`config.mk`:
```
export PLATFORM = sky130hd
export DESIGN_NAME = psles_div
export DESIGN_NICKNAME = d
export VERILOG_FILES = /design/src/psles_pkg.sv /design/src/psles_div.sv
export SDC_FILE = /design/constraint.sdc
export NUM_CORES = 1
export LEC_CHECK = 0
export BUFFER_PORTS_ARGS = -buffer_cell sky130_fd_sc_hd__buf_2
export CAP_MARGIN = 15
export CORE_MARGIN = 2
export CORE_UTILIZATION = 59
export CTS_CLUSTER_DIAMETER = 50
export DETAILED_ROUTE_END_ITERATION = 6
export HOLD_SLACK_MARGIN = 0.08
export MAX_ROUTING_LAYER = met4
export PLACE_DENSITY = 0.81
export REMOVE_ABC_BUFFERS = 1
export SETUP_SLACK_MARGIN = 0.4
export SYNTH_ARGS = -nofsm -noshare
export SYNTH_HDL_FRONTEND = slang
export SYNTH_SLANG_ARGS = --single-unit
```
`constraint.sdc`:
```
create_clock -name clk -period 4.04 [get_ports clk]
set_input_delay 0.404 -clock clk [delete_from_list [all_inputs] [get_ports clk]]
set_output_delay 0.404 -clock clk [all_outputs]
set_load 0.05 [all_outputs]
```
`src/psles_pkg.sv`:
```
package psles_pkg;

	localparam logic [2:0] CMD_SEL  = 3'd0;
	localparam logic [2:0] CMD_MISS = 3'd1;
	localparam logic [2:0] CMD_PREF = 3'd2;
	localparam logic [2:0] CMD_RES  = 3'd3;
	localparam logic [2:0] CMD_RUN  = 3'd4;

	localparam logic [1:0] RES_UNLOADED = 2'd0;
	localparam logic [1:0] RES_LOADING  = 2'd1;
	localparam logic [1:0] RES_RESIDENT = 2'd2;
	localparam logic [1:0] RES_EVICT    = 2'd3;

	localparam logic [1:0] KIND_NONE  = 2'd0;
	localparam logic [1:0] KIND_LOAD  = 2'd1;
	localparam logic [1:0] KIND_EVICT = 2'd2;

	localparam logic [1:0] REG_ACTIVE = 2'd0;
	localparam logic [1:0] REG_MAXLD  = 2'd1;
	localparam logic [1:0] REG_BUDGET = 2'd2;
	localparam logic [1:0] REG_GRACE  = 2'd3;

	localparam logic [15:0] PRIO_ONE  = 16'd32768;
	localparam logic [15:0] PRIO_MISS = 16'd29491;
	localparam logic [15:0] PRIO_PREF = 16'd16384;
	localparam logic [31:0] NEVER     = 32'hffff_ffff;

	localparam int NUM_W = 33;
	localparam int DEN_W = 20;
	localparam int QUO_W = 14;

	typedef struct packed {
		logic [2:0]  mark;
		logic [1:0]  res;
		logic [31:0] touch;
		logic [31:0] lsel;
		logic [15:0] prio;
	} page_word_t;

	function automatic page_word_t eff_word(page_word_t raw, logic mark_ok, logic entry_ok);
		page_word_t w;
		w = raw;
		if (!mark_ok) begin
			w.mark = 3'd0;
		end
		if (!entry_ok) begin
			w.res   = RES_UNLOADED;
			w.touch = 32'd0;
			w.lsel  = NEVER;
		end
		return w;
	endfunction

endpackage

```
`src/psles_div.sv`:
```
module psles_div
	import psles_pkg::*;
(
	input  logic             clk,
	input  logic             arst_n,
	input  logic             start,
	input  logic [NUM_W-1:0] num,
	input  logic [DEN_W-1:0] den,
	output logic             done,
	output logic [QUO_W-1:0] quot
);

	logic [NUM_W-1:0]         rem_q;
	logic [NUM_W-1:0]         sh_q;
	logic [QUO_W-1:0]         quo_q;
	logic [$clog2(QUO_W)-1:0] cnt_q;
	logic                     busy_q;
	logic                     done_q;

	always_ff @(posedge clk or negedge arst_n) begin
		if (!arst_n) begin
			busy_q <= 1'b0;
			done_q <= 1'b0;
			cnt_q  <= '0;
		end else begin
			done_q <= 1'b0;
			if (start) begin
				rem_q  <= num;
				sh_q   <= NUM_W'({den, {(QUO_W-1){1'b0}}});
				quo_q  <= '0;
				cnt_q  <= '0;
				busy_q <= 1'b1;
			end else if (busy_q) begin
				if (rem_q >= sh_q) begin
					rem_q <= rem_q - sh_q;
					quo_q <= {quo_q[QUO_W-2:0], 1'b1};
				end else begin
					quo_q <= {quo_q[QUO_W-2:0], 1'b0};
				end
				sh_q  <= sh_q >> 1;
				cnt_q <= cnt_q + 1'b1;
				if (cnt_q == ($clog2(QUO_W))'(QUO_W - 1)) begin
					busy_q <= 1'b0;
					done_q <= 1'b1;
				end
			end
		end
	end

	assign done = done_q;
	assign quot = quo_q;

endmodule

```
Yosys cells after proc, flatten, opt, wreduce, memory -nomap -nowiden. Cells that the tools add are included.

Word-level logic and storage cells: 30. Bits of input ports: 56. Bits in latches: 0. Bits in read-only memories: 0. Memories: 0. Bits in writable memories: 0. Flip-flop bits (word level): 86.

Order comparisons: 1. Mux-type cells: 15. Shift-type cells: 0. Reduce and logical (&&, ||, !) cells: 4. Divide/modulo/power cells: 0. Bitwise operators: 0. Eq/ne operators: 1. Add/sub/neg operators: 2. $mul: 0.

Operators by type and width (count): two-way mux 33 bit (5); >= comparator 33 bit (1); subtractor 33 bit (1); two-way mux 14 bit (1); two-way mux 4 bit (2); two-way mux 1 bit (7); adder 4 x 1 -> 4 bit, second input constant (1); == test 4 bit, second input constant (1); nonzero test 2 bit (2); AND reduction 3 bit (1); AND reduction 2 bit (1).

Depth between registers and ports, before layout.
Depth in word-level cells: 4. Mapped depth: 10.

Worst setup path after synthesis. OpenSTA, ideal clock, no wires.

Kind: register to register. Start point: register sh_q[10]. End point: register rem_q[0], enable pin. Path buffers: 1. Clock period less this slack: 3.158 ns. Stages on the path, launching flop included: 11. Library setup time: 0.395 ns. Slack: 0.882 ns. Arrival time: 2.763 ns. Path through: edfxtp_1 inv_1 ha_1 buf_6 nand4_1 or2_1 a211o_1 a21oi_2 o31ai_4 nor3_2 o31a_1.

Word-level cells in the longest chain between the ends: 3.

Ends and longest elaborated chain: from (decl) (line psles_div.sv:14) `logic [NUM_W-1:0] sh_q;`; from (signal assigned) (line psles_div.sv:29) `sh_q <= NUM_W'({den, {(QUO_W-1){1'b0}}});`; from (signal assigned) (line psles_div.sv:40) `sh_q <= sh_q >> 1;`; >= comparator 33 bit (line psles_div.sv:34) `if (rem_q >= sh_q) begin`; nonzero test 2 bit (no source line); AND reduction 3 bit (no source line); to (signal assigned) (line psles_div.sv:28) `rem_q <= num;`; to (signal assigned) (line psles_div.sv:35) `rem_q <= rem_q - sh_q;`; to (decl) (line psles_div.sv:13) `logic [NUM_W-1:0] rem_q;`.

Every way passes these cells. A chain may end at the register's enable or synchronous reset.

Worst setup path after layout.
Start point: register sh_q[10]. End point: register rem_q[6], enable pin.

Same word-level chain as after synthesis.

==> out/results.md <==
Synthesis
• **post-synthesis area per instance** 9.734 um2
• **number of synthesis warnings** 0
• **FF+latch count, synth** 86
• **post-synthesis async set-or-reset flop share** 6.977%
• **Most used DFF post-synth** sky130_fd_sc_hd__edfxtp_1
• **proportion of synthesized chip area in sequential cells** 44.44%
• **Syn Inst Count** 590
• **largest cells by area after synthesis** sky130_fd_sc_hd__edfxtp_1 (42%), sky130_fd_sc_hd__ha_1 (7.6%), sky130_fd_sc_hd__mux2i_1 (5.1%), sky130_fd_sc_hd__nand2_1 (4.2%), sky130_fd_sc_hd__nor2_1 (3.7%)
• **Synth top area share** 41.83%
• **post-synthesis cell type count** 60
• **post-synthesis cell area** 5743 um2
• **post-synth top area cell** sky130_fd_sc_hd__edfxtp_1
• **number of synthesized flops with an enable pin** 80

Timing
• **fmax** 307.1 MHz
• **min setup slack post-route** 0.7833 ns
• **post-layout minimum cycle time** 3.257 ns
• **Final Slew Violations** 0
• **sum of negative setup slack** 0 ns
• **Setup Skew** 0.006102 ns
• **setup repair after global routing missed its margin** false
• **worst slew margin relative to its limit** 30.06%
• **Final Hold Vio Count** 0
• **endpoints failing setup** 0
• **final hold slack** 0.1509 ns
• **worst-margin pin slew** 1.045 ns
• **ratio of final minimum period to clock period** 80.61%

Critical path
• **destination of the worst register-to-register timing path** rem_q[6]
• **maximum fanout along the worst path** 14
• **startpoint-to-endpoint class of the critical path** reg -> reg
• **Data required, critical path** 4.10 ns
• **reg-to-reg slack, setup** 0.78 ns
• **reg-to-reg startpoint** sh_q[10]
• **cell depth of the worst flop-to-flop path** 10
• **Worst Setup Start Kind** flop
• **beginning of the critical path** sh_q[10]
• **data arrival time of the critical path** 3.32 ns
• **Worst setup endpoint** rem_q[6]
• **type of element capturing the critical path** flop

Clock tree
• **Gates resized, CTS repair** 0
• **depth of the CTS H-tree** 3
• **post-CTS setup buffers** 0
• **maximum clock insertion buffer count** 2
• **TritonCTS buffer count** 9
• **hold_buf cts** 0
• **Num Clock Sinks** 86
• **clock slew at reported path FFs** 0.09 ns
• **Root Driver** sky130_fd_sc_hd__clkbuf_8
• **worst-skew pair later-pin latency** 0.37 ns
• **CTS tree** yes

GRT
• **via count of the first global-routing pass** 4364
• **met1 layer usage reported by global route** 35.78%
• **routing usage on met3** 3.797%
• **pin count of the biggest net entering global routing** 72
• **number of antenna violations at the first check in global routing** 0
• **most utilized layer in the global route result** met2
• **overall track demand over capacity in global routing** 26.31%
• **first-pass GRT wire length** 20.80 mm
• **met2 Track Usage GR** 41.68%
• **GRT overflow** 0

Die
• **Std-Cell Rows** 36
• **Initial Utilization** 59.86%
• **Std-Cell Core Area** 9594 um2
• **Die Y** 102.7 um
• **area of the die** 10540 um2
• **top-level port count** 71
• **x dimension of the die** 102.7 um

Drt
• **initial DRC count** 245
• **count of antenna-violating nets left after detailed routing** 0
• **via density per instance** 5.833
• **number of iterations in the first detailed-routing pass** 4
• **average routed wire per standard cell** 16.52 um
• **total wire length** 12.97 mm
• **total vias in the final route** 4579
• **DR DRC count** 0

Final layout
• **filler cell count** 817
• **most common library cell in the layout ignoring fill and taps** sky130_fd_sc_hd__edfxtp_1
• **share of cells above drive strength 1** 15.03%
• **commonest non-fill, non-tap cells in the layout** sky130_fd_sc_hd__edfxtp_1 (80), sky130_fd_sc_hd__buf_2 (69), sky130_fd_sc_hd__nand2_1 (64)
• **number of diodes** 0
• **final cell count without fillers** 785
• **area grow syn2layout** 10.89%
• **NumNets Final** 739

Power
• **leakage dissipation** 0.002844 uW
• **internal power component** 1763 uW
• **P_sw** 926.0 uW
• **part of the total power dissipated in combinational logic** 34.7%
• **maximum vdd drop** 0.2331 mV
• **part of the power in registers** 42.2%
• **switching share of power** 34.44%
• **power per unit of standard cell area** 422.2 nW/um2
• **clock network power share** 23.1%

Place
• **Port-buffer cells** 70
• **post-placement worst setup slack** 0.8203 ns
• **total placed cells including tap cells** 769
• **placer's final routability congestion estimate** 0.9436
• **detailed placer's ending HPWL** 9.341 mm

Run
• **count of max-cap constraint violations** 0

Outcome
• **result of the run** finished, final reports clean

Hold path
• **kind of path behind the tightest hold check** in -> async

-- worst min-delay path by stage --
stage,slack (ns),start,depth (start not counted),to
CTS,0.15,arst_n,2,cnt_q[0]
finish,0.15,arst_n,2,cnt_q[0]
global placement,0.52,cnt_q[3],2,cnt_q[3]
floorplan,0.11,arst_n,0,busy_q
detailed placement,0.55,cnt_q[3],2,cnt_q[3]
global route,0.17,arst_n,2,cnt_q[2]
-- area by class of cell --
cell class | count | area (um2) | area share [%]
Clock buffer | 13 | 148.9 | 2.338
Clock inverter | 3 | 45.04 | 0.7073
Inverter | 45 | 168.9 | 2.652
Multi-Input combinational cell | 429 | 2889 | 45.36
Sequential cell | 86 | 2552 | 40.08
Tap cell | 133 | 166.4 | 2.613
Timing Repair Buffer | 76 | 397.9 | 6.248
-- cells in the mapped netlist, types with 10 or more instances --
master	n
sky130_fd_sc_hd__o21ai_0	37
sky130_fd_sc_hd__ha_1	35
sky130_fd_sc_hd__mux2i_1	29
sky130_fd_sc_hd__xor2_1	10
sky130_fd_sc_hd__o31ai_1	12
sky130_fd_sc_hd__xnor2_1	16
sky130_fd_sc_hd__inv_1	44
sky130_fd_sc_hd__clkbuf_1	11
sky130_fd_sc_hd__a21oi_1	32
sky130_fd_sc_hd__edfxtp_1	80
sky130_fd_sc_hd__nor3_1	11
sky130_fd_sc_hd__a21o_1	13
sky130_fd_sc_hd__a22o_1	15
sky130_fd_sc_hd__nor2_1	56
sky130_fd_sc_hd__nand2_1	64
-- flip-flops by register name, indices dropped and copies added, names as in the netlist --
name    count
rem_q      33
quot       14
busy_q      1
cnt_q       4
sh_q       33
done        1
-- power groups by stage --
stage / sequential, uW / clock, uW / combinational (uW)
global route: 1140 / 656 / 1030
detailed placement: 1150 / 0 / 915
CTS: 1130 / 628 / 926
finish: 1130 / 620 / 934
floorplan: 1170 / 0 / 654
global placement: 1150 / 0 / 890
-- stage by stage --
stage                     instance area [um2]  util, %  power (uW)
after global placement                   6175    64.36        2038
after detailed placement                 6175    64.36        2069
final                                    6369    66.38        2689
after floorplan                          5610        -        1828
after global routing                     6369    66.38        2832
after CTS                                6369    66.38        2689
-- worst max-delay path: stages (launching register included) --
cell and delay (ns):
sky130_fd_sc_hd__edfxtp_1 0.37, sky130_fd_sc_hd__inv_1 0.05, sky130_fd_sc_hd__ha_1 0.39, sky130_fd_sc_hd__nand4_1 0.14, sky130_fd_sc_hd__or2_1 0.28, sky130_fd_sc_hd__a211o_1 0.31
sky130_fd_sc_hd__a21oi_2 0.24, sky130_fd_sc_hd__o31ai_4 0.11, sky130_fd_sc_hd__nor3_2 0.17, sky130_fd_sc_hd__o31a_1 0.52, sky130_fd_sc_hd__buf_4 0.35
-- layer usage --
layer  share of wire [%]  vias up
li1                    -     2261
met1                  46     2192
met2                  48      111
met3                 4.7       15
met4                 1.2        0
met5                   0        -
-- logic make-up after synthesis --
family / after synthesis / synth area share, %
AO/OA/AOI/OAI: 162 / 19.28
multiplexers: 31 / 5.447
adder cells (fa/ha/maj): 36 / 7.974
AND/OR/NAND/NOR: 174 / 13.64
flip-flops: 86 / 44.44
XOR/XNOR: 26 / 3.965
buffers and inverters: 75 / 5.250
(Power assumes the default switching activity.)
