--- src/psles_ram.sv ---
module psles_ram #(
	parameter int WIDTH = 8,
	parameter int DEPTH = 64
) (
	input  logic                     clk,
	input  logic                     we,
	input  logic [$clog2(DEPTH)-1:0] waddr,
	input  logic [WIDTH-1:0]         wdata,
	input  logic [$clog2(DEPTH)-1:0] raddr,
	output logic [WIDTH-1:0]         rdata
);

	logic [WIDTH-1:0] mem_q [DEPTH];
	logic [WIDTH-1:0] rdata_q;

	always_ff @(posedge clk) begin
		if (we) begin
			mem_q[waddr] <= wdata;
		end
		rdata_q <= mem_q[raddr];
	end

	assign rdata = rdata_q;

endmodule

--- config.mk ---
export PLATFORM = sky130hd
export DESIGN_NAME = psles_ram
export DESIGN_NICKNAME = d
export VERILOG_FILES = /design/src/psles_ram.sv
export SDC_FILE = /design/constraint.sdc
export NUM_CORES = 1
export LEC_CHECK = 0
export BUFFER_PORTS_ARGS = -buffer_cell sky130_fd_sc_hd__buf_4
export CAP_MARGIN = 10
export CORE_MARGIN = 1
export CORE_UTILIZATION = 35
export CTS_BUF_LIST = sky130_fd_sc_hd__clkbuf_16
export CTS_CLUSTER_DIAMETER = 60
export DETAILED_ROUTE_END_ITERATION = 8
export GPL_TIMING_DRIVEN = 0
export PLACE_DENSITY_LB_ADDON = 0.25
export SYNTH_ARGS = -nofsm -noshare
export SYNTH_HDL_FRONTEND = slang
export SYNTH_SLANG_ARGS = --single-unit
export TNS_END_PERCENT = 5
--- constraint.sdc ---
create_clock -name clk -period 5.55 [get_ports clk]
set_input_delay 0.2775 -clock clk [delete_from_list [all_inputs] [get_ports clk]]
set_output_delay 0.2775 -clock clk [all_outputs]
set_load 0.005 [all_outputs]
# Word level (Yosys, flattened, before mapping)
# Memory sizes are Yosys's and may differ from the RTL's. A register that Yosys moved wholly into a read port is not among the register bits.
# Index checks and enable logic that the tools add are counted.
# totals
in_bits	22
output_inout_bits	8
mem_bits_rw	512
memories	1
regBits	0
word_cells	3
romBits	0
latchBits	0
# op_classes
muxes	2
n_shift	0
reduce_logical	0
order_cmp	0
multipliers	0
n_eq_ne	0
bitwise_logic	0
add_sub_neg	0
div_mod_pow	0
# memory_table
memory	words	width	rd	rd_clocked_by_memory_dff	wr	line	source
mem_q	64	8	1	1	1	13	logic [WIDTH-1:0] mem_q [DEPTH];
# op_table
op	count
1-bit two-way mux	2

# Longest topological paths before layout
# Gate-level depths: netlist (run 1).
# logic_depth
depth_word	2
ltp_mapped	9
ltp_nobuf	5

# Worst setup path after synthesis (run 1)
# Ideal clock, no wire load.
# synth_path
path_kind	input to register
from	in raddr[1]
to	reg rdata_q[3] (netlist: rdata[3]) (read register of mem_q)
path_buffers	3
slack_ns	3.605
path_stages	7
arrival_time_ns	1.817
t_required_ns	5.422
setup_time_ns	0.128
cell_sequence	buf_4 -> buf_2 -> buf_2 -> mux4_2 -> mux4_2 -> o21ai_1 -> o41ai_1
# synth_lines
item	line	source
from (decl)	9	input logic [$clog2(DEPTH)-1:0] raddr,
to (decl)	14	logic [WIDTH-1:0] rdata_q;

==> results.toml, run 1 <==
[run_status]
status = "finished, final reports clean"

[sta]
setup_ws_ns = 2.89
rsz0062_at_grt = "no"
fin_crit_sh = 0.479
tightestPinTransition_ns = 1.16
fin_skew_ns = 0.0114
slew_headroom = 0.224
finalSetupViolations = 0
fmax_ghz = 0.376
hold_violations = 0
finalCriticalPeriod_ns = 2.66
holdWs_ns = 0.119
tns_ns = 0
report.final.slew_viol_count = 0

[clocking]
clockBufferDepth = 3
hold_buffers = 0
cts_sinks = 520
cts_resized = 0
path_clk_slew_ns = 0.06
cts_tree = "yes"
cts_htree_levels = 2
insertion_delay_ns = 0.59
cts_buffers = 51
postCtsSetupRepairBufs = 0
cts-root-buf = "clkbuf_16"

[logic_synthesis]
synthesis.area_mm2 = 0.0202
ys.flop_type = "edfxtp_1"
synth_top_area_frac = 0.762
synth-seq-cells = 520
postSynthCellCount = 940
synthArstFlopShare = 0
syn_nets = 962
syn_area_per_cell_um2 = 21.5
synth_area_leaders = "edfxtp_1 (76%), mux4_2 (14%), nor2_1 (1.5%)"
seq_area_frac_synth = 0.770
synth_cell_types = 40
yosys.area.top_type = "edfxtp_1"
yosysWarnings = 0
synth_edf_count = 512

[run]
maxCapViolCount = 0

[routing]
met1Wirelength_mm = 22.3
vias = 9684
viasPerCell = 5.35
wl_met3_mm = 3.70
wl_per_cell_um = 27.7
wl_met2_mm = 22.8
finalWirelength_mm = 50.2
drt_iter0_markers = 1098
drc = 0
detail-route-antenna-nets = 0
top_layer = "met5"
dr.pass1.iters = 5

[critical_path]
crit_family = "buffers and inverters"
path_max_fanout = 10
startpoint = "raddr[2]"
reg2reg_depth = 5
cp-end-kind = "flop"
critical_path_class = "in -> reg"
cp-start-kind = "input port"
crit_chain = "buf_2 -> buf_4 -> clkbuf_1 -> buf_2 -> o221ai_1 -> o21a_1 -> o41ai_1"
cp.depth = 7
timing.rr.start = "mem_q[20][4]$_DFFE_PP_"
cpMostUsedCell = "buf_2"
arrival_ns = 3.05
cp_slowest_cell = "o41ai_1"
critPathBufInv = 4
max_stage_delay_ns = 0.70
cp_data_required_time_ns = 5.94

[global_routing]
grt_pass1_vias = 9781
grt_pass1_wl_mm = 71.9
grt_max_degree = 65
track_usage = 0.173
antenna_found_initial = 1
grt.overflow.total = 0

[power_and_ir_drop]
leakagePower_nw = 7.05
finalPower_mw = 8.08
p_per_area_mw_per_mm2 = 354
peakVddDrop_v = 0.000206

[final_layout]
area_growth_syn_to_layout_pct = 13.3
antenna-diode-count = 0
drive_gt1_frac = 0.250
layout_commonest_cell = "edfxtp_1"
fin_cells = 1811
layout_common_cells = "edfxtp_1 (512), mux4_2 (126), nor2_1 (83)"
fin_nets = 1037

[place]
dp.final_hpwl_mm = 31.7
io_buffers = 21
dp_cells = 1717
gp_congestion = 0.873
dpl_worst_slack_ns = 2.31

[worst_hold_path]
hold_depth = 2
hp-class = "in -> reg"
hold_start = "raddr[5]"

[floorplanning]
die_area_mm2 = 0.0586
die_x_um = 242
design.core.area_mm2 = 0.0567
num_rows = 87
initial_utilization = 0.356
die_height_um = 242
io_pins = 30
## synthesized netlist by cell type, types with 3 or more instances
cell,n
buf_6,4
nand2b_1,7
mux2i_1,23
o2111ai_1,3
mux2_2,13
a221oi_1,6
o22ai_1,8
o2bb2ai_1,3
nand3_1,13
buf_4,13
a21oi_1,3
edfxtp_1,512
nor2_1,83
buf_1,4
buf_2,11
clkbuf_1,17
nand3b_1,3
o221ai_1,8
a22oi_1,3
mux4_2,126
nand2_1,19
nor3_1,7
nor2b_1,14
dfxtp_1,8
a211oi_1,4
## worst register-to-register path: stages, from the launching register on
cell,delay [ns]
edfxtp_1,0.38
mux4_2,0.48
mux2_2,0.30
o221a_2,0.29
nor3_1,0.30
o32ai_1,0.21
## metrics by stage
step / area, µm² / util
after floorplan: 20200 / -
after global placement: 21300 / 0.375
after detailed placement: 21300 / 0.375
after CTS: 22800 / 0.403
after global routing: 22800 / 0.403
final: 22800 / 0.403
## cell type report
cell class,count,area [µm²]
fillers,4966,33900
flip-flops and latches,520,15500
multi-input cells,369,4320
clock buffers,51,1280
well taps,756,946
plain buffers,51,317
clock inverters,42,289
repair buffers,22,163
## path summary, 6_finish.rpt
check	to	slack, ns
setup / recovery	rdata[3]$_DFF_P_	2.89
hold / removal	rdata[5]$_DFF_P_	0.12
setup reg to reg	rdata[4]$_DFF_P_	3.44
hold reg to reg	rdata[7]$_DFF_P_	1.00
## cell families after synthesis
group           synth area share
simple gates              0.0339
flops                      0.770
mux                        0.159
compound gates            0.0207
buf+inv                   0.0157
## state kept, by name (all words and copies together), names as in the netlist
register,count
mem_q,512
rdata,8
## power by group
group | internal [mW] | switching (mW) | total (mW)
clock | 1.85 | 1.43 | 3.28
sequential | 4.35 | 0.00740 | 4.35
combinational | 0.159 | 0.284 | 0.443
## layer usage
layer	vias to the layer above	GRT usage
li1	4077	-
met2	366	0.261
met5	-	0
met4	2	0.0603
met1	5161	0.250
met3	78	0.0331
Power figures use the tool's default switching activity.
==> inputs of run 2 (changes only) <==
--- a/config.mk
+++ b/config.mk
@@ -5,6 +5,7 @@
 export SDC_FILE = /design/constraint.sdc
 export NUM_CORES = 1
 export LEC_CHECK = 0
+export ABC_AREA = 1
 export BUFFER_PORTS_ARGS = -buffer_cell sky130_fd_sc_hd__buf_4
 export CAP_MARGIN = 10
 export CORE_MARGIN = 1
==> constraint.sdc (replaced) <==
create_clock -name clk -period 2.55 [get_ports clk]
set_input_delay 0.1275 -clock clk [delete_from_list [all_inputs] [get_ports clk]]
set_output_delay 0.1275 -clock clk [all_outputs]
set_load 0.005 [all_outputs]
==> run 2 against run 1 <==
  * Cell count up 50%
  * Non-clock buffer count up 69
  * Highest routed layer unchanged
  * Final area up 6.4%
  * Register-to-register slack worse by 2.4 ns
  * Worst hold slack worse by 0.038 ns
  * Setup slack worse by 2.5 ns
  * Synthesized cell count up 92%
  * Via count up 49%
  * Sequential share of layout area down 4.1 points
  * Synthesized area up 5.8%
==> results.toml, run 2 <==
[sta]
slew_headroom = 0.278
hold_violations = 0
finalSetupViolations = 0
report.final.slew_viol_count = 0
tightestPinTransition_ns = 1.08
fmax_ghz = 0.465
finalCriticalPeriod_ns = 2.15
rsz0062_at_grt = "no"
fin_skew_ns = 0.0218
fin_crit_sh = 0.843
holdWs_ns = 0.0813

[power_and_ir_drop]
leakagePower_nw = 8.74
peakVddDrop_v = 0.000538
p_per_area_mw_per_mm2 = 761

[critical_path]
startpoint = "waddr[0]"
arrival_ns = 2.38
critPathCapture = "mem_q[10][0]$_DFFE_PP_"
cp-start-kind = "input port"
timing.rr.start = "mem_q[51][3]$_DFFE_PP_"
cp-end-kind = "flop"
cp_slowest_cell = "nor2_1"
r2r_slack_ns = 1.04
path_max_fanout = 9
cp_data_required_time_ns = 2.77
critical_path_class = "in -> reg"
reg2reg_depth = 8
crit_chain = "clkbuf_1 -> inv_1 -> nand4_1 -> nor2_1"
max_stage_delay_ns = 0.98
worstReg2RegEnd = "rdata[3]$_DFF_P_"

[logic_synthesis]
synth_top_area_frac = 0.720
synth_top_cells_by_count = "nand2_1 (648), edfxtp_1 (512), nand3_1 (439)"
ys.flop_type = "edfxtp_1"
synthesis.area_mm2 = 0.0213
yosys.area.top_type = "edfxtp_1"
synth_area_leaders = "edfxtp_1 (72%), nand2_1 (11%), nand3_1 (10%)"
synthArstFlopShare = 0
syn_area_per_cell_um2 = 11.8
synth_cell_types = 16
synth_edf_count = 512
seq_area_frac_synth = 0.728
syn_nets = 1827
synth_most_common_cell = "nand2_1"
yosysWarnings = 0
synth-seq-cells = 520
postSynthCellCount = 1805

[global_routing]
track_usage = 0.207
grt_max_degree = 65
grt.overflow.total = 0
grt_pass1_wl_mm = 93.1
antenna_found_initial = 2
grt_pass1_vias = 13600

[final_layout]
largest_reg_flops = 512
layout_commonest_cell = "nand2_1"
fillerInstances = 5663
fin_util = 0.403
layout_common_cells = "nand2_1 (648), edfxtp_1 (512), nand3_1 (439)"
drive_gt1_frac = 0.106
fin_nets = 1911
area_growth_syn_to_layout_pct = 13.8
top_register = "mem_q"

[clocking]
cts_resized = 0
insertion_delay_ns = 0.61
cts-root-buf = "clkbuf_16"
cts_htree_levels = 2
clockBufferDepth = 3
postCtsSetupRepairBufs = 0
cts_tree = "yes"
cts_sinks = 520
path_clk_slew_ns = 0.06
cts_buffers = 53
hold_buffers = 0

[floorplanning]
design.core.area_mm2 = 0.0602
die_height_um = 249
initial_utilization = 0.354
num_rows = 90
die_area_mm2 = 0.0620
die_x_um = 249
io_pins = 30

[routing]
vias = 14400
finalWirelength_mm = 64.0
drt_iter0_markers = 1718
viasPerCell = 5.31
wl_per_cell_um = 23.6
dr.pass1.iters = 6
drc = 0
detail-route-antenna-nets = 0

[run_status]
status = "finished, final reports clean"

[place]
io_buffers = 21
gp_congestion = 0.966
dp.final_hpwl_mm = 42.4

[run]
maxCapViolCount = 0

[worst_hold_path]
hp-class = "in -> reg"
## run 2: cell types whose count changed in the layout (fill, tap and decap cells not counted), moves of 26 or more
cell,before,now
buf_2,11,37
buf_6,4,35
mux4_2,126,0
nand3_1,13,439
nor2_1,83,56
nand2_1,19,648
## run 2: worst min path at each step
stage | slack [ns] | from | cells past startpoint | end
after global placement | 0.51 | rdata[5]$_DFF_P_ | 1 | rdata[5]
after CTS | 0.03 | raddr[5] | 3 | rdata[6]$_DFF_P_
after global routing | 0.06 | raddr[5] | 3 | rdata[6]$_DFF_P_
final | 0.08 | raddr[5] | 3 | rdata[6]$_DFF_P_
after detailed placement | 0.51 | rdata[0]$_DFF_P_ | 1 | rdata[0]
after floorplan | 0.23 | wdata[0] | 0 | mem_q[0][0]$_DFFE_PP_
## run 2: worst max-delay path, delay by kind of cell
kind / cells / cell delay [ns]
and+or+nand+nor: 2 / 1.69
buffers and inverters: 2 / 0.55
## run 2: stage by stage
stage	setup WS [ns]	power [mW]	setup TNS, ns	cell area (µm²)	instances
5_1_grt	0.349	19.0	0	24300	2715
6_report	0.399	18.5	0	24300	2716
2_1_floorplan	0.656	10.3	0	21300	1805
4_1_cts	0.534	18.5	0	24300	2715
3_5_place_dp	-0.113	10.9	-4.50	22600	2616
3_3_place_gp	-0.156	10.9	-4.66	22500	2608
## run 2: area by class of cell
class                           count  area, µm²  area share
Antenna cell                        1       2.50    0.000103
Inverter                           12       50.0     0.00206
Sequential cell                   520      15500       0.639
Buffer                            113        808      0.0333
Tap cell                          782        978      0.0403
Multi-Input combinational cell   1160       5000       0.206
Clock buffer                       54       1350      0.0556
Clock inverter                     45        354      0.0146
Timing Repair Buffer               29        218     0.00896
## run 2: power by group
part	internal, mW	switching, mW
registers	9.46	0.0181
logic	0.334	0.955
clock network	4.36	3.35
## run 2: routing by layer
metal / track usage / part of all wire / vias to the layer above
li1: - / - / 6531
met1: 0.294 / 0.43 / 7068
met2: 0.320 / 0.45 / 703
met3: 0.0377 / 0.093 / 112
met4: 0.0650 / 0.027 / 4
met5: 0 / 0.00038 / -
## run 2: kinds of logic after synthesis
family / after synthesis / share of synthesized area
buffers and inverters: 125 / 0.0402
flip-flops: 520 / 0.728
AND/OR/NAND/NOR: 1160 / 0.232
==> inputs of run 3 (changes only) <==
--- a/config.mk
+++ b/config.mk
@@ -5,7 +5,7 @@
 export SDC_FILE = /design/constraint.sdc
 export NUM_CORES = 1
 export LEC_CHECK = 0
-export ABC_AREA = 1
+export ABC_AREA = 0
 export BUFFER_PORTS_ARGS = -buffer_cell sky130_fd_sc_hd__buf_4
 export CAP_MARGIN = 10
 export CORE_MARGIN = 1
==> constraint.sdc (replaced) <==
create_clock -name clk -period 2.25 [get_ports clk]
set_input_delay 0.1125 -clock clk [delete_from_list [all_inputs] [get_ports clk]]
set_output_delay 0.1125 -clock clk [all_outputs]
set_load 0.005 [all_outputs]
==> run 3 against run 2 <==
  * First-iteration DRC count down 31%
  * Largest power group unchanged
  * Worst hold slack worse by 0.0096 ns
  * Sequential power up 13%
  * Critical path depth up 4
  * Final area down 5.8%
  * Largest cell class unchanged
  * Non-clock buffer count down 68
==> results.toml, run 3 (synthesized netlist as in run 1, its figures left out) <==
[run_status]
status = "finished, final reports clean"

[place]
gp_congestion = 0.873
io_buffers = 21
dp.final_hpwl_mm = 31.7
dp_cells = 1717
dpl_worst_slack_ns = -0.824

[floorplanning]
die_area_mm2 = 0.0586
initial_utilization = 0.356
io_pins = 30
num_rows = 87
die_height_um = 242
die_x_um = 242
design.core.area_mm2 = 0.0567

[global_routing]
grt_pass1_vias = 9789
grt_pass1_wl_mm = 71.9
grt.overflow.total = 0
antenna_found_initial = 1
track_usage = 0.173
grt_max_degree = 65

[power_and_ir_drop]
finalPower_mw = 19.9
leakagePower_nw = 7.07
p_per_area_mw_per_mm2 = 871
peakVddDrop_v = 0.000508

[run]
maxCapViolCount = 0

[sta]
rsz0062_at_grt = "yes"
fin_crit_sh = 0.963
fin_skew_ns = 0.0107
hold_violations = 0
finalCriticalPeriod_ns = 2.17
setup_ws_ns = 0.0836
fmax_ghz = 0.462
tns_ns = 0
slew_headroom = 0.214
tightestPinTransition_ns = 1.17
finalSetupViolations = 0
report.final.slew_viol_count = 0

[final_layout]
area_growth_syn_to_layout_pct = 13.4
antenna-diode-count = 0
drive_gt1_frac = 0.254
layout_commonest_cell = "edfxtp_1"
layout_common_cells = "edfxtp_1 (512), mux4_2 (126), nor2_1 (83)"
largest_reg_flops = 512
top_register = "mem_q"
fin_cells = 1812
fin_nets = 1038
fin_util = 0.403

[worst_hold_path]
hold_start = "wdata[3]"
hp-class = "in -> reg"
hold_depth = 1
hold_end = "mem_q[49][3]$_DFFE_PP_"

[critical_path]
cp-end-kind = "flop"
r2r_slack_ns = 0.10
arrival_ns = 2.63
cp_data_required_time_ns = 2.71
timing.rr.start = "mem_q[20][4]$_DFFE_PP_"
worstReg2RegEnd = "rdata[4]$_DFF_P_"
critical_path_class = "in -> reg"
cp-start-kind = "input port"
reg2reg_depth = 5
path_max_fanout = 10

[routing]
vias = 9731
finalWirelength_mm = 50.2
wl_per_cell_um = 27.7
detail-route-antenna-nets = 0
viasPerCell = 5.37
dr.pass1.iters = 5
drc = 0
drt_iter0_markers = 1193

[clocking]
insertion_delay_ns = 0.59
cts_sinks = 520
cts_tree = "yes"
path_clk_slew_ns = 0.06
cts_buffers = 51
cts_htree_levels = 2
clockBufferDepth = 3
cts-root-buf = "clkbuf_16"
==> run 3: cell types whose count changed in the layout (fill, tap and decap cells not counted), moves of 8 or more <==
cell | previous run | this run
nor2_1 | 56 | 83
o22ai_1 | 0 | 8
nor4_2 | 8 | 0
mux4_2 | 0 | 126
buf_6 | 35 | 4
buf_4 | 43 | 35
o221ai_1 | 0 | 8
mux2_2 | 0 | 13
buf_2 | 37 | 10
nor2b_1 | 0 | 14
nand2_1 | 648 | 19
mux2i_1 | 0 | 23
nand3_1 | 439 | 12
==> run 3: metrics by stage <==
step | cell area, µm² | hold WS [ns]
floorplan | 20200 | 0.211
global placement | 21300 | 0.495
detailed placement | 21300 | 0.492
CTS | 22900 | 0.0751
global route | 22900 | 0.102
finish | 22900 | 0.0716
==> run 3: worst max path at each step <==
| stage | end | start | cells after the start |
|---|---|---|---|
| floorplan | rdata[3]$_DFF_P_ | raddr[1] | 7 |
| global placement | rdata[3]$_DFF_P_ | raddr[2] | 7 |
| detailed placement | rdata[3]$_DFF_P_ | raddr[2] | 7 |
| CTS | rdata[7]$_DFF_P_ | raddr[1] | 9 |
| global route | rdata[0]$_DFF_P_ | raddr[2] | 8 |
| finish | rdata[2]$_DFF_P_ | raddr[2] | 8 |
==> run 3: what timing repair did <==
action | CTS | global route
buffers inserted | 0 | 0
gates resized for setup | 5 | 1
hold buffers | 1 | 0
endpoints found under the hold margin | 2 | 0
setup endpoints to repair | 5 | 5
==> run 3: cell type report <==
class,count,area [µm²]
Fill cell,4962,33800
Clock buffer,51,1280
Tap cell,756,946
Timing Repair Buffer,23,173
Multi-Input combinational cell,369,4330
Sequential cell,520,15500
Buffer,51,328
Clock inverter,42,289
==> run 3: worst max-delay path, cell delays in order <==
cell	delay, ns
buf_2	0.18
buf_2	0.36
buf_1	0.72
clkbuf_1	0.49
nand3_1	0.16
o2111ai_1	0.17
nand2_1	0.11
o2bb2ai_1	0.32
==> run 3: where the power goes <==
| part | total [mW] | switching (mW) | internal (mW) | leakage, nW |
|---|---|---|---|---|
| Clock | 8.09 | 3.53 | 4.56 | 0.820 |
| Sequential | 10.7 | 0.0183 | 10.7 | 4.67 |
| Combinational | 1.10 | 0.704 | 0.397 | 1.57 |
| Total | 19.9 | 4.25 | 15.7 | 7.07 |
==> run 3: layer usage <==
layer	part of all wire	routed length, µm	up-vias	global-route usage
li1	-	-	4084	-
met1	0.45	22500	5208	0.249
met2	0.45	22800	348	0.261
met3	0.065	3270	89	0.0323
met4	0.033	1630	2	0.0625
met5	0.00020	10	-	0
